File: src/sv/q6k_block_dot_product_macros.svh
// Assertion helpers used by q6k_block_dot_product.sv to check this block.
`ifndef Q6K_BLOCK_DOT_PRODUCT_MACROS_SVH
`define Q6K_BLOCK_DOT_PRODUCT_MACROS_SVH

// Same-cycle implication, sampled on clk and off while rst_n is low.
`define Q6K_ASSERT_IMP(label, ante, cons, msg) \
    label: assert property (@(posedge clk) disable iff (!rst_n) (ante) |-> (cons)) \
        else $error(msg);

// Next-cycle implication, sampled on clk and off while rst_n is low.
`define Q6K_ASSERT_NXT(label, ante, cons, msg) \
    label: assert property (@(posedge clk) disable iff (!rst_n) (ante) |=> (cons)) \
        else $error(msg);

`endif

File: src/sv/q6k_pkg.sv
package q6k_pkg;

    localparam logic [7:0] QH_BASE = 8'd128;
    localparam logic [7:0] SC_BASE = 8'd192;
    localparam logic [7:0] D_BASE  = 8'd208;
    localparam logic [7:0] D_HIGH  = 8'd209;

    localparam logic [31:0] FP_DEFAULT_NAN = 32'hFFC0_0000;
    localparam logic [31:0] FP_QUIET_BIT   = 32'h0040_0000;

    // One activation after decode, handed from the front to the back.
    typedef struct packed {
        logic signed [7:0] sc;
        logic [5:0]        qraw;
        logic [15:0]       d_half;
        logic [31:0]       x;
        logic              last;
    } q6k_work_t;

    function automatic logic [31:0] half_to_single(input logic [15:0] h);
        logic [4:0]  e;
        logic [10:0] mn;
        logic [3:0]  s;
        logic [31:0] r;
        e  = h[14:10];
        mn = {1'b0, h[9:0]};
        s  = '0;
        r  = '0;
        if (e == 5'd0) begin
            if (h[9:0] == 10'd0) begin
                r = {h[15], 31'b0};
            end
            else begin
                for (int k = 0; k < 10; k++) begin
                    if (!mn[10]) begin
                        mn = {mn[9:0], 1'b0};
                        s  = s + 4'd1;
                    end
                end
                r = {h[15], 8'd113 - {4'b0, s}, mn[9:0], 13'b0};
            end
        end
        else if (e == 5'h1F) begin
            r = {h[15], 8'hFF, h[9:0], 13'b0};
        end
        else begin
            r = {h[15], {3'b0, e} + 8'd112, h[9:0], 13'b0};
        end
        return r;
    endfunction

    function automatic logic [31:0] int8_to_single(input logic [7:0] v);
        logic [7:0]  mag;
        logic [2:0]  p;
        logic [30:0] wide;
        logic [31:0] r;
        mag  = v[7] ? (~v + 8'd1) : v;
        p    = '0;
        for (int k = 0; k < 8; k++) begin
            if (mag[k]) begin
                p = 3'(k);
            end
        end
        wide = {23'b0, mag} << (5'd23 - {2'b0, p});
        r    = (mag == 8'd0) ? 32'd0 : {v[7], 8'd127 + {5'b0, p}, wide[22:0]};
        return r;
    endfunction

    // IEEE single multiply, round to nearest even, first NaN operand wins.
    function automatic logic [31:0] fp_mul(input logic [31:0] a, input logic [31:0] b);
        logic               sr;
        logic               a_nan, b_nan, a_inf, b_inf, a_zero, b_zero;
        logic [7:0]         ea, eb, eu;
        logic [23:0]        ma, mb, m;
        logic [47:0]        p, pn, ext;
        logic [5:0]         lz, sh;
        logic signed [10:0] er, shv;
        logic               sticky, rb, sb, rup;
        logic [31:0]        pk, res;
        sr     = a[31] ^ b[31];
        a_nan  = (&a[30:23]) && (|a[22:0]);
        b_nan  = (&b[30:23]) && (|b[22:0]);
        a_inf  = (&a[30:23]) && !(|a[22:0]);
        b_inf  = (&b[30:23]) && !(|b[22:0]);
        a_zero = !(|a[30:0]);
        b_zero = !(|b[30:0]);
        ea     = (a[30:23] == 8'd0) ? 8'd1 : a[30:23];
        eb     = (b[30:23] == 8'd0) ? 8'd1 : b[30:23];
        ma     = {a[30:23] != 8'd0, a[22:0]};
        mb     = {b[30:23] != 8'd0, b[22:0]};
        p      = ma * mb;
        lz     = '0;
        for (int k = 0; k < 48; k++) begin
            if (p[k]) begin
                lz = 6'(47 - k);
            end
        end
        pn  = p << lz;
        er  = $signed({3'b0, ea}) + $signed({3'b0, eb}) - 11'sd126 - $signed({5'b0, lz});
        shv = 11'sd1 - er;
        if (er <= 11'sd0) begin
            sh     = (shv >= 11'sd48) ? 6'd48 : shv[5:0];
            ext    = pn >> sh;
            sticky = |(pn & ~({48{1'b1}} << sh));
            eu     = 8'd0;
        end
        else begin
            sh     = '0;
            ext    = pn;
            sticky = 1'b0;
            eu     = er[7:0];
        end
        m   = ext[47:24];
        rb  = ext[23];
        sb  = (|ext[22:0]) | sticky | (sh != 6'd0 && 1'b0);
        rup = rb & (sb | m[0]);
        pk  = {1'b0, eu, m[22:0]} + {31'b0, rup};
        if (a_nan) begin
            res = a | FP_QUIET_BIT;
        end
        else if (b_nan) begin
            res = b | FP_QUIET_BIT;
        end
        else if (a_inf || b_inf) begin
            res = (a_zero || b_zero) ? FP_DEFAULT_NAN : {sr, 8'hFF, 23'b0};
        end
        else if (a_zero || b_zero) begin
            res = {sr, 31'b0};
        end
        else if (er >= 11'sd255) begin
            res = {sr, 8'hFF, 23'b0};
        end
        else begin
            res = {sr, pk[30:0]};
        end
        return res;
    endfunction

    // IEEE single add, round to nearest even, first NaN operand wins.
    function automatic logic [31:0] fp_add(input logic [31:0] a, input logic [31:0] b);
        logic        a_nan, b_nan, a_inf, b_inf, a_zero, b_zero;
        logic [31:0] big, sml, pk, res;
        logic [7:0]  ebg, esm, dexp, lim;
        logic [26:0] mbg, msm, msh, mn;
        logic [27:0] sum;
        logic [4:0]  lz, shl;
        logic [8:0]  e;
        logic        sticky, rb, sb, rup;
        a_nan  = (&a[30:23]) && (|a[22:0]);
        b_nan  = (&b[30:23]) && (|b[22:0]);
        a_inf  = (&a[30:23]) && !(|a[22:0]);
        b_inf  = (&b[30:23]) && !(|b[22:0]);
        a_zero = !(|a[30:0]);
        b_zero = !(|b[30:0]);
        if (a[30:0] >= b[30:0]) begin
            big = a;
            sml = b;
        end
        else begin
            big = b;
            sml = a;
        end
        ebg  = (big[30:23] == 8'd0) ? 8'd1 : big[30:23];
        esm  = (sml[30:23] == 8'd0) ? 8'd1 : sml[30:23];
        mbg  = {big[30:23] != 8'd0, big[22:0], 3'b0};
        msm  = {sml[30:23] != 8'd0, sml[22:0], 3'b0};
        dexp = ebg - esm;
        if (dexp >= 8'd27) begin
            msh    = '0;
            sticky = |msm;
        end
        else begin
            msh    = msm >> dexp[4:0];
            sticky = |(msm & ~({27{1'b1}} << dexp[4:0]));
        end
        msh[0] = msh[0] | sticky;
        sum    = (a[31] ^ b[31]) ? ({1'b0, mbg} - {1'b0, msh}) : ({1'b0, mbg} + {1'b0, msh});
        lz     = '0;
        for (int k = 0; k < 27; k++) begin
            if (sum[k]) begin
                lz = 5'(26 - k);
            end
        end
        lim = ebg - 8'd1;
        if (sum[27]) begin
            mn  = {sum[27:2], sum[1] | sum[0]};
            e   = {1'b0, ebg} + 9'd1;
            shl = '0;
        end
        else begin
            shl = ({3'b0, lz} < lim) ? lz : lim[4:0];
            mn  = sum[26:0] << shl;
            e   = mn[26] ? ({1'b0, ebg} - {4'b0, shl}) : 9'd0;
        end
        rb  = mn[2];
        sb  = |mn[1:0];
        rup = rb & (sb | mn[3]);
        pk  = {1'b0, e[7:0], mn[25:3]} + {31'b0, rup};
        if (a_nan) begin
            res = a | FP_QUIET_BIT;
        end
        else if (b_nan) begin
            res = b | FP_QUIET_BIT;
        end
        else if (a_inf && b_inf) begin
            res = (a[31] != b[31]) ? FP_DEFAULT_NAN : a;
        end
        else if (a_inf) begin
            res = a;
        end
        else if (b_inf) begin
            res = b;
        end
        else if (a_zero && b_zero) begin
            res = {a[31] & b[31], 31'b0};
        end
        else if (a_zero) begin
            res = b;
        end
        else if (b_zero) begin
            res = a;
        end
        else if (sum == 28'd0) begin
            res = 32'd0;
        end
        else if (e >= 9'd255) begin
            res = {big[31], 8'hFF, 23'b0};
        end
        else begin
            res = {big[31], pk[30:0]};
        end
        return res;
    endfunction

endpackage

File: src/sv/q6k_if.sv
interface q6k_in_if;
    logic        valid;
    logic        ready;
    logic        func;
    logic [7:0]  byte_index;
    logic [7:0]  byte_value;
    logic [7:0]  element_index;
    logic [31:0] activation_bits;
    logic        last_of_row;

    modport source (output valid, func, byte_index, byte_value, element_index,
                    activation_bits, last_of_row, input ready);
    modport sink (input valid, func, byte_index, byte_value, element_index,
                  activation_bits, last_of_row, output ready);
endinterface

interface q6k_out_if;
    logic        valid;
    logic        ready;
    logic [31:0] row_sum_bits;

    modport source (output valid, row_sum_bits, input ready);
    modport sink (input valid, row_sum_bits, output ready);
endinterface

File: src/sv/q6k_block_dot_product.sv
// Block byte writes are taken one per cycle whenever the front stage is empty or can pass its item to the queue.
// An activation steps the arithmetic sequencer through fetch, three float
// multiplies through one shared multiplier and the float add, then, on
// last_of_row, an emit state that waits until the output register is free;
// the sequencer takes the next activation only once it is back in idle.
// Reset clears the row sum to +0.0, the queue and all handshakes; block bytes
// hold whatever was there until they are written.
`include "q6k_block_dot_product_macros.svh"

module q6k_block_dot_product
    import q6k_pkg::*;
(
    input  logic      clk,
    input  logic      rst_n,
    q6k_in_if.sink    in_ch,
    q6k_out_if.source out_ch
);

    // The front stores block bytes and, for an activation, reads the low
    // nibble, high pair, scale and super-scale of that element together into
    // registers, then packs the rebuilt 6-bit weight into a work item.
    q6k_work_t front_ent;
    q6k_work_t queue_ent;
    logic      push;
    logic      pop;
    logic      q_full;
    logic      q_empty;

    q6k_front u_front (
        .clk    (clk),
        .rst_n  (rst_n),
        .in_ch  (in_ch),
        .q_full (q_full),
        .push   (push),
        .ent    (front_ent)
    );

    // A two-entry queue lets the front keep taking byte writes and decoding
    // the next activation while the back is still busy with arithmetic.
    q6k_queue u_queue (
        .clk   (clk),
        .rst_n (rst_n),
        .push  (push),
        .din   (front_ent),
        .pop   (pop),
        .dout  (queue_ent),
        .full  (q_full),
        .empty (q_empty)
    );

    // The back widens the fp16 super-scale, forms d*scale, then times the
    // weight, then times the activation, rounding each product to float32,
    // and adds the result into the row accumulator. The output register lets
    // the next item start while a finished row sum waits to be taken.
    q6k_back u_back (
        .clk     (clk),
        .rst_n   (rst_n),
        .ent     (queue_ent),
        .q_empty (q_empty),
        .pop     (pop),
        .out_ch  (out_ch)
    );

    `Q6K_ASSERT_IMP(a_pop_not_empty, pop, !q_empty, "queue popped while empty")
    `Q6K_ASSERT_IMP(a_push_has_room, push && !pop, !q_full, "queue pushed while full")
    `Q6K_ASSERT_NXT(a_pop_spaced, pop, !pop, "back popped two items in a row")

endmodule

File: src/sv/q6k_front.sv
module q6k_front
    import q6k_pkg::*;
(
    input  logic      clk,
    input  logic      rst_n,
    q6k_in_if.sink    in_ch,
    input  logic      q_full,
    output logic      push,
    output q6k_work_t ent
);

    logic [7:0]  qmem [0:191];
    logic [7:0]  sc_reg [16];
    logic [7:0]  d_lo_reg;
    logic [7:0]  d_hi_reg;
    logic [7:0]  lo_rd_reg;
    logic [7:0]  hi_rd_reg;
    logic [7:0]  sc_cap_reg;
    logic [15:0] d_cap_reg;
    logic [31:0] x_cap_reg;
    logic        last_cap_reg;
    logic        lo_sh_reg;
    logic [1:0]  hi_sh_reg;
    logic        s1_valid_reg;
    logic        s1_valid_next;
    logic        accept;
    logic        act;
    logic [7:0]  idx;
    logic [7:0]  lo_addr;
    logic [7:0]  hi_addr;
    logic [7:0]  hi_byte;

    assign accept = in_ch.valid && in_ch.ready;
    assign act    = accept && in_ch.func;
    assign idx    = in_ch.element_index;
    assign in_ch.ready = !s1_valid_reg || !q_full;
    assign push   = s1_valid_reg && !q_full;

    // Low nibbles sit in 0..127, high bit pairs in 128..191.
    assign lo_addr = {1'b0, idx[7], idx[5:0]};
    assign hi_addr = QH_BASE | {2'b0, idx[7], idx[4:0]};

    always_ff @(posedge clk)
    begin
        if (accept && !in_ch.func && in_ch.byte_index < SC_BASE)
        begin
            qmem[in_ch.byte_index] <= in_ch.byte_value;
        end
        if (act)
        begin
            lo_rd_reg <= qmem[lo_addr];
            hi_rd_reg <= qmem[hi_addr];
        end
    end

    always_ff @(posedge clk)
    begin
        if (accept && !in_ch.func)
        begin
            if (in_ch.byte_index >= SC_BASE && in_ch.byte_index < D_BASE)
            begin
                sc_reg[in_ch.byte_index[3:0]] <= in_ch.byte_value;
            end
            if (in_ch.byte_index == D_BASE)
            begin
                d_lo_reg <= in_ch.byte_value;
            end
            if (in_ch.byte_index == D_HIGH)
            begin
                d_hi_reg <= in_ch.byte_value;
            end
        end
        if (act)
        begin
            sc_cap_reg   <= sc_reg[idx[7:4]];
            d_cap_reg    <= {d_hi_reg, d_lo_reg};
            x_cap_reg    <= in_ch.activation_bits;
            last_cap_reg <= in_ch.last_of_row;
            lo_sh_reg    <= idx[6];
            hi_sh_reg    <= idx[6:5];
        end
    end

    always_comb
    begin
        s1_valid_next = s1_valid_reg;
        if (push)
        begin
            s1_valid_next = 1'b0;
        end
        if (act)
        begin
            s1_valid_next = 1'b1;
        end
    end

    always_ff @(posedge clk or negedge rst_n)
    begin
        if (!rst_n)
        begin
            s1_valid_reg <= 1'b0;
        end
        else
        begin
            s1_valid_reg <= s1_valid_next;
        end
    end

    assign hi_byte = hi_rd_reg >> {hi_sh_reg, 1'b0};

    always_comb
    begin
        ent.sc     = sc_cap_reg;
        ent.qraw   = {hi_byte[1:0], lo_sh_reg ? lo_rd_reg[7:4] : lo_rd_reg[3:0]};
        ent.d_half = d_cap_reg;
        ent.x      = x_cap_reg;
        ent.last   = last_cap_reg;
    end

endmodule

File: src/sv/q6k_queue.sv
module q6k_queue
    import q6k_pkg::*;
(
    input  logic      clk,
    input  logic      rst_n,
    input  logic      push,
    input  q6k_work_t din,
    input  logic      pop,
    output q6k_work_t dout,
    output logic      full,
    output logic      empty
);

    q6k_work_t  slot_reg [2];
    logic       wr_ptr_reg;
    logic       rd_ptr_reg;
    logic [1:0] count_reg;
    logic [1:0] count_next;

    assign full  = count_reg == 2'd2;
    assign empty = count_reg == 2'd0;
    assign dout  = slot_reg[rd_ptr_reg];

    always_comb
    begin
        count_next = count_reg;
        if (push && !pop)
        begin
            count_next = count_reg + 2'd1;
        end
        else if (pop && !push)
        begin
            count_next = count_reg - 2'd1;
        end
    end

    always_ff @(posedge clk)
    begin
        if (push)
        begin
            slot_reg[wr_ptr_reg] <= din;
        end
    end

    always_ff @(posedge clk or negedge rst_n)
    begin
        if (!rst_n)
        begin
            wr_ptr_reg <= 1'b0;
            rd_ptr_reg <= 1'b0;
            count_reg  <= 2'd0;
        end
        else
        begin
            wr_ptr_reg <= wr_ptr_reg ^ push;
            rd_ptr_reg <= rd_ptr_reg ^ pop;
            count_reg  <= count_next;
        end
    end

endmodule

File: src/sv/q6k_back.sv
module q6k_back
    import q6k_pkg::*;
(
    input  logic      clk,
    input  logic      rst_n,
    input  q6k_work_t ent,
    input  logic      q_empty,
    output logic      pop,
    q6k_out_if.source out_ch
);

    typedef enum logic [5:0] {
        S_IDLE = 6'b000001,
        S_M1   = 6'b000010,
        S_M2   = 6'b000100,
        S_M3   = 6'b001000,
        S_ADD  = 6'b010000,
        S_EMIT = 6'b100000
    } state_t;

    state_t      state_reg, state_next;
    q6k_work_t   ent_reg, ent_next;
    logic [31:0] work_reg, work_next;
    logic [31:0] acc_reg, acc_next;
    logic        out_valid_reg, out_valid_next;
    logic [31:0] out_bits_reg, out_bits_next;
    logic [7:0]  q_signed;
    logic [31:0] mul_b;
    logic [31:0] mul_y;

    assign q_signed = {2'b0, ent_reg.qraw} - 8'd32;

    always_comb
    begin
        case (state_reg)
            S_M1:    mul_b = int8_to_single(ent_reg.sc);
            S_M2:    mul_b = int8_to_single(q_signed);
            default: mul_b = ent_reg.x;
        endcase
    end

    // One shared multiplier serves all three products.
    assign mul_y = fp_mul(work_reg, mul_b);

    always_comb
    begin
        state_next     = state_reg;
        ent_next       = ent_reg;
        work_next      = work_reg;
        acc_next       = acc_reg;
        out_bits_next  = out_bits_reg;
        out_valid_next = out_valid_reg && !out_ch.ready;
        pop            = 1'b0;
        unique case (state_reg)
            S_IDLE:
            begin
                if (!q_empty)
                begin
                    pop        = 1'b1;
                    ent_next   = ent;
                    work_next  = half_to_single(ent.d_half);
                    state_next = S_M1;
                end
            end
            S_M1:
            begin
                work_next  = mul_y;
                state_next = S_M2;
            end
            S_M2:
            begin
                work_next  = mul_y;
                state_next = S_M3;
            end
            S_M3:
            begin
                work_next  = mul_y;
                state_next = S_ADD;
            end
            S_ADD:
            begin
                acc_next   = fp_add(acc_reg, work_reg);
                state_next = ent_reg.last ? S_EMIT : S_IDLE;
            end
            S_EMIT:
            begin
                if (!out_valid_reg || out_ch.ready)
                begin
                    out_valid_next = 1'b1;
                    out_bits_next  = acc_reg;
                    acc_next       = 32'd0;
                    state_next     = S_IDLE;
                end
            end
            default:
            begin
                state_next = S_IDLE;
            end
        endcase
    end

    always_ff @(posedge clk)
    begin
        ent_reg      <= ent_next;
        work_reg     <= work_next;
        out_bits_reg <= out_bits_next;
    end

    always_ff @(posedge clk or negedge rst_n)
    begin
        if (!rst_n)
        begin
            state_reg     <= S_IDLE;
            acc_reg       <= 32'd0;
            out_valid_reg <= 1'b0;
        end
        else
        begin
            state_reg     <= state_next;
            acc_reg       <= acc_next;
            out_valid_reg <= out_valid_next;
        end
    end

    assign out_ch.valid        = out_valid_reg;
    assign out_ch.row_sum_bits = out_bits_reg;

endmodule

File: src/flat_wrapper.sv
// flat-port wrapper written by rule: the top's interface ports become plain ports
module q6k_block_dot_product_flat import q6k_pkg::*;
  (clk, rst_n, in_ch_valid, in_ch_func, in_ch_byte_index, in_ch_byte_value, in_ch_element_index, in_ch_activation_bits, in_ch_last_of_row, in_ch_ready, out_ch_valid, out_ch_row_sum_bits, out_ch_ready);
  q6k_in_if in_ch_i ();
  q6k_out_if out_ch_i ();
  input  logic clk;
  input  logic rst_n;
  input wire logic [$bits(in_ch_i.valid)-1:0] in_ch_valid;
  input wire logic [$bits(in_ch_i.func)-1:0] in_ch_func;
  input wire logic [$bits(in_ch_i.byte_index)-1:0] in_ch_byte_index;
  input wire logic [$bits(in_ch_i.byte_value)-1:0] in_ch_byte_value;
  input wire logic [$bits(in_ch_i.element_index)-1:0] in_ch_element_index;
  input wire logic [$bits(in_ch_i.activation_bits)-1:0] in_ch_activation_bits;
  input wire logic [$bits(in_ch_i.last_of_row)-1:0] in_ch_last_of_row;
  output wire logic [$bits(in_ch_i.ready)-1:0] in_ch_ready;
  output wire logic [$bits(out_ch_i.valid)-1:0] out_ch_valid;
  output wire logic [$bits(out_ch_i.row_sum_bits)-1:0] out_ch_row_sum_bits;
  input wire logic [$bits(out_ch_i.ready)-1:0] out_ch_ready;
  assign in_ch_i.valid = in_ch_valid;
  assign in_ch_i.func = in_ch_func;
  assign in_ch_i.byte_index = in_ch_byte_index;
  assign in_ch_i.byte_value = in_ch_byte_value;
  assign in_ch_i.element_index = in_ch_element_index;
  assign in_ch_i.activation_bits = in_ch_activation_bits;
  assign in_ch_i.last_of_row = in_ch_last_of_row;
  assign in_ch_ready = in_ch_i.ready;
  assign out_ch_valid = out_ch_i.valid;
  assign out_ch_row_sum_bits = out_ch_i.row_sum_bits;
  assign out_ch_i.ready = out_ch_ready;
  q6k_block_dot_product u_core (.clk(clk), .rst_n(rst_n), .in_ch(in_ch_i), .out_ch(out_ch_i));
endmodule
File: config.mk
export PLATFORM = sky130hd
export DESIGN_NAME = q6k_block_dot_product_flat
export DESIGN_NICKNAME = d
export VERILOG_FILES = /design/src/sv/q6k_pkg.sv /design/src/sv/q6k_if.sv /design/src/sv/q6k_block_dot_product.sv /design/src/sv/q6k_front.sv /design/src/sv/q6k_queue.sv /design/src/sv/q6k_back.sv /design/src/flat_wrapper.sv
export VERILOG_INCLUDE_DIRS = /design/src /design/src/sv
export SDC_FILE = /design/constraint.sdc
export NUM_CORES = 2
export LEC_CHECK = 0
export ABC_AREA = 1
export BUFFER_PORTS_ARGS = -buffer_cell sky130_fd_sc_hd__buf_2
export CORE_MARGIN = 8
export CORE_UTILIZATION = 55
export CTS_BUF_LIST = sky130_fd_sc_hd__clkbuf_8 sky130_fd_sc_hd__clkbuf_16
export DETAILED_ROUTE_END_ITERATION = 8
export GPL_TIMING_DRIVEN = 1
export PLACE_DENSITY = 0.71
export SLEW_MARGIN = 0
export SYNTH_ARGS = -nofsm -noshare
export SYNTH_HDL_FRONTEND = slang
export SYNTH_SLANG_ARGS = --single-unit
File: constraint.sdc
create_clock -name clk -period 16.93 [get_ports clk]
set_clock_uncertainty 0.05 [all_clocks]
set_input_delay 1.693 -clock clk [delete_from_list [all_inputs] [get_ports clk]]
set_output_delay 1.693 -clock clk [all_outputs]
set_load 0.1 [all_outputs]
==> out/results.txt <==
Final ANT Viol Nets -> 0
Max Root-Sink Buffers -> 3
Fin crit share -> 93.7%
Pin slew with the least headroom to its limit -> 1.45 ns
Initial antenna violation count -> 12
Max FO, Critical Path -> 29
TritonRoute pass-1 iters -> 6
Layout area overhead -> 7.73%
Register area -> 60900 um2
Reg2Reg Depth -> 78
Post-Syn Instances -> 12400
# nets final -> 13100
Placed cell count -> 14900
R2R Path Start -> u_core.u_back.state_reg[0]
Status -> completed
Number of synthesized flops with an enable pin -> 1992
Fillers -> 18100
Port bufs -> 95
Die width -> 483 um
Post-DP HPWL -> 259000 um
Max reg flops -> 1536
Routed vias -> 95100
Largest net degree at the start of global routing -> 199
Final WL -> 382000 um
Max_slew headroom -> 2.73%
GPL Wtd Cong -> 1.00
Arr. time, crit path -> 16.37 ns
Final Slew Violations -> 0
Max Clk Rate -> 63.0 MHz
Min-Delay Path Class -> reg2reg
RSZ-0062 raised after global routing -> false
Critical Path RT -> 17.43 ns
WL per Instance -> 25.0 um
Insertion delay to the later sink of the worst-skew pair -> 0.85 ns
Layout Utilization -> 59.5%
Chip height -> 483 um
Crit path to -> u_core.u_back.work_reg[14]
Seq/Total Area, Yosys -> 50.9%
GRT Total Usage -> 31.9%
Reg-to-reg endpoint -> u_core.u_back.work_reg[14]
Initial core utilization -> 55.2%
Synth Flop Type -> edfxtp_1
Final std cells w/o fill -> 15300
Final hold violations -> 0
Hold depth -> 0
Worst-path clk slew -> 0.06 ns
Rows -> 171
Cell mode on critical path -> nand2_1
CTS tree -> built
Critical Path Start -> u_core.u_back.state_reg[0]
H-tree depth -> 4
Crit path time final -> 15.86 ns
Top Ports -> 96
DR iter-0 viols -> 12700
Synth unique cells -> 96
Post-Syn Area -> 120000 um2
FFs w/ async S/R, synth -> 2.16%
First-pass GRT wire length -> 568000 um
Setup violators final -> 0
Register bit total from synthesis -> 2036
Setup TNS -> 0 ns
CTS Buf Count -> 200
Core area -> 217000 um2
Total of max-cap violations -> 0
Die area -> 233000 um2
Sink Count -> 2036
Root Driver -> clkbuf_16
Congestion Overflow GR -> 0
R2R setup slack -> 1.07 ns
DR DRC count -> 0
Crit Path Class -> reg2reg
Synth Warn # -> 0
Hold_buf cts -> 0
Worst Setup End Kind -> flop
Area occupied by multi-input gates -> 50900 um2
Vias in the first global route -> 91300
Critical Path Start Type -> flop
CP max-delay cell -> fa_1
Syn_nets -> 13200
Fraction of layout cells with a size suffix above 1 -> 8.38%
Vias per cell -> 6.23
Max stage delay on crit path -> 0.58 ns
Mean Syn Cell Area -> 9.68 um2
[worst max-delay path: cells and delay by family, from the launching register on]
kind | cells | cell delay [ns]
AO/OA/AOI/OAI | 18 | 3.06
adder cells (fa/ha/maj) | 10 | 4.47
buffers and inverters | 10 | 1.88
AND/OR/NAND/NOR | 40 | 5.53
flip-flops | 1 | 0.54
[kinds of logic (layout without fill, tap and decap cells)]
kind of cell | count (synthesis) | after routing | share of synthesized area (%)
multiplexers | 53 | 53 | 0.492
other | 0 | 11 | 0
AND/OR/NAND/NOR | 5241 | 5241 | 18.7
flip-flops | 2036 | 2036 | 50.9
AO/OA/AOI/OAI | 2284 | 2284 | 10.9
adder cells (fa/ha/maj) | 798 | 798 | 11.4
buffers and inverters | 1846 | 1876 | 6.72
XOR/XNOR | 111 | 111 | 0.868
[repair_timing]
action | 4_1_cts | 5_1_grt
setup buffers | 0 | 1
endpoints found under the setup margin | 0 | 17
resized for setup | 0 | 7
[per-layer routing]
layer | vias up | global-route usage, % | share of wire [%]
li1 | 42300 | - | -
met1 | 46400 | 42.5 | 38
met2 | 5408 | 50.8 | 46
met3 | 1044 | 5.45 | 9.6
met4 | 10 | 16.1 | 6.0
met5 | - | 0 | 0.017
[cell type report]
class                   count  share of cell area, %
inverters                1137                   3.33
diodes                     11                 0.0213
repair buffers            370                   2.08
well taps                2854                   2.77
flip-flops and latches   2036                   47.2
clock inverters           166                   1.17
multi-input cells        8487                   39.5
clock buffers             203                   3.94
[synth_stat cells, drive strengths merged, types with 6 or more instances]
cell type / n / area share (%)
nand2: 2042 / 6.6
edfxtp: 1992 / 50
nor2: 1904 / 6.1
o21ai: 1323 / 5.6
inv: 1115 / 3.5
nand3: 1024 / 4.5
clkbuf: 598 / 2.3
fa: 487 / 8.1
o22ai: 422 / 2.2
ha: 311 / 3.2
a21oi: 247 / 1.1
nand4: 124 / 0.76
buf: 105 / 0.77
o221ai: 98 / 0.72
xor2: 73 / 0.59
nor3: 71 / 0.32
mux2: 47 / 0.44
o211ai: 45 / 0.28
dfrtp: 43 / 0.90
xnor2: 38 / 0.28
nor4: 30 / 0.16
a31oi: 26 / 0.14
clkinv: 22 / 0.070
or2: 21 / 0.11
o21bai: 18 / 0.11
a21boi: 15 / 0.11
o32ai: 13 / 0.095
nand3b: 11 / 0.079
a32oi: 10 / 0.073
o311ai: 10 / 0.073
o31ai: 9 / 0.056
a211oi: 8 / 0.054
o21a: 8 / 0.056
a221oi: 6 / 0.044
and2: 6 / 0.031
mux2i: 6 / 0.050
[cells in the final DEF (no fill, tap or decap), types with 12 or more instances in the layout]
cell / n
xor2_1: 67
o21ai_2: 29
o22ai_1: 421
ha_1: 309
nor3_1: 64
buf_4: 272
nor4_1: 29
or2_2: 15
o221ai_1: 98
o21ai_1: 43
nand4_1: 108
xnor2_1: 37
nand2_2: 69
nor2_4: 13
nor2_2: 43
dfrtp_1: 42
a31oi_1: 25
clkbuf_16: 203
mux2_2: 47
nand3_2: 42
inv_2: 27
nand3_1: 981
buf_2: 82
edfxtp_1: 1992
nand4_2: 12
inv_1: 1116
nor2_1: 1848
o211ai_1: 45
o21ai_0: 1248
nand2_1: 1959
clkinv_2: 45
fa_1: 487
clkinv_1: 60
o21bai_1: 18
bufinv_16: 21
nand2_4: 12
o32ai_1: 13
a21oi_1: 235
[through the flow]
stage	hold slack, ns	instance area, um2	setup slack, ns
2_1_floorplan	0.350	120000	2.79
3_3_place_gp	0.351	122000	1.03
3_5_place_dp	0.355	122000	1.01
4_1_cts	0.358	129000	0.940
5_1_grt	0.365	129000	0.000917
6_report	0.349	129000	1.07
[worst min path at each step]
stage,startpoint,endpoint,slack [ns]
final,u_core.u_front.d_lo_reg[3],u_core.u_front.d_cap_reg[3],0.35
after global routing,u_core.u_front.d_lo_reg[3],u_core.u_front.d_cap_reg[3],0.36
after CTS,u_core.u_front.d_lo_reg[3],u_core.u_front.d_cap_reg[3],0.36
after detailed placement,u_core.u_front.d_lo_reg[0],u_core.u_front.d_cap_reg[0],0.35
after global placement,u_core.u_front.d_hi_reg[0],u_core.u_front.d_cap_reg[8],0.35
after floorplan,u_core.u_front.d_lo_reg[0],u_core.u_front.d_cap_reg[0],0.35
Power is left out: the tool's default activity adds up to more than one toggle a clock period on the data nets, which glitch-free logic cannot reach.
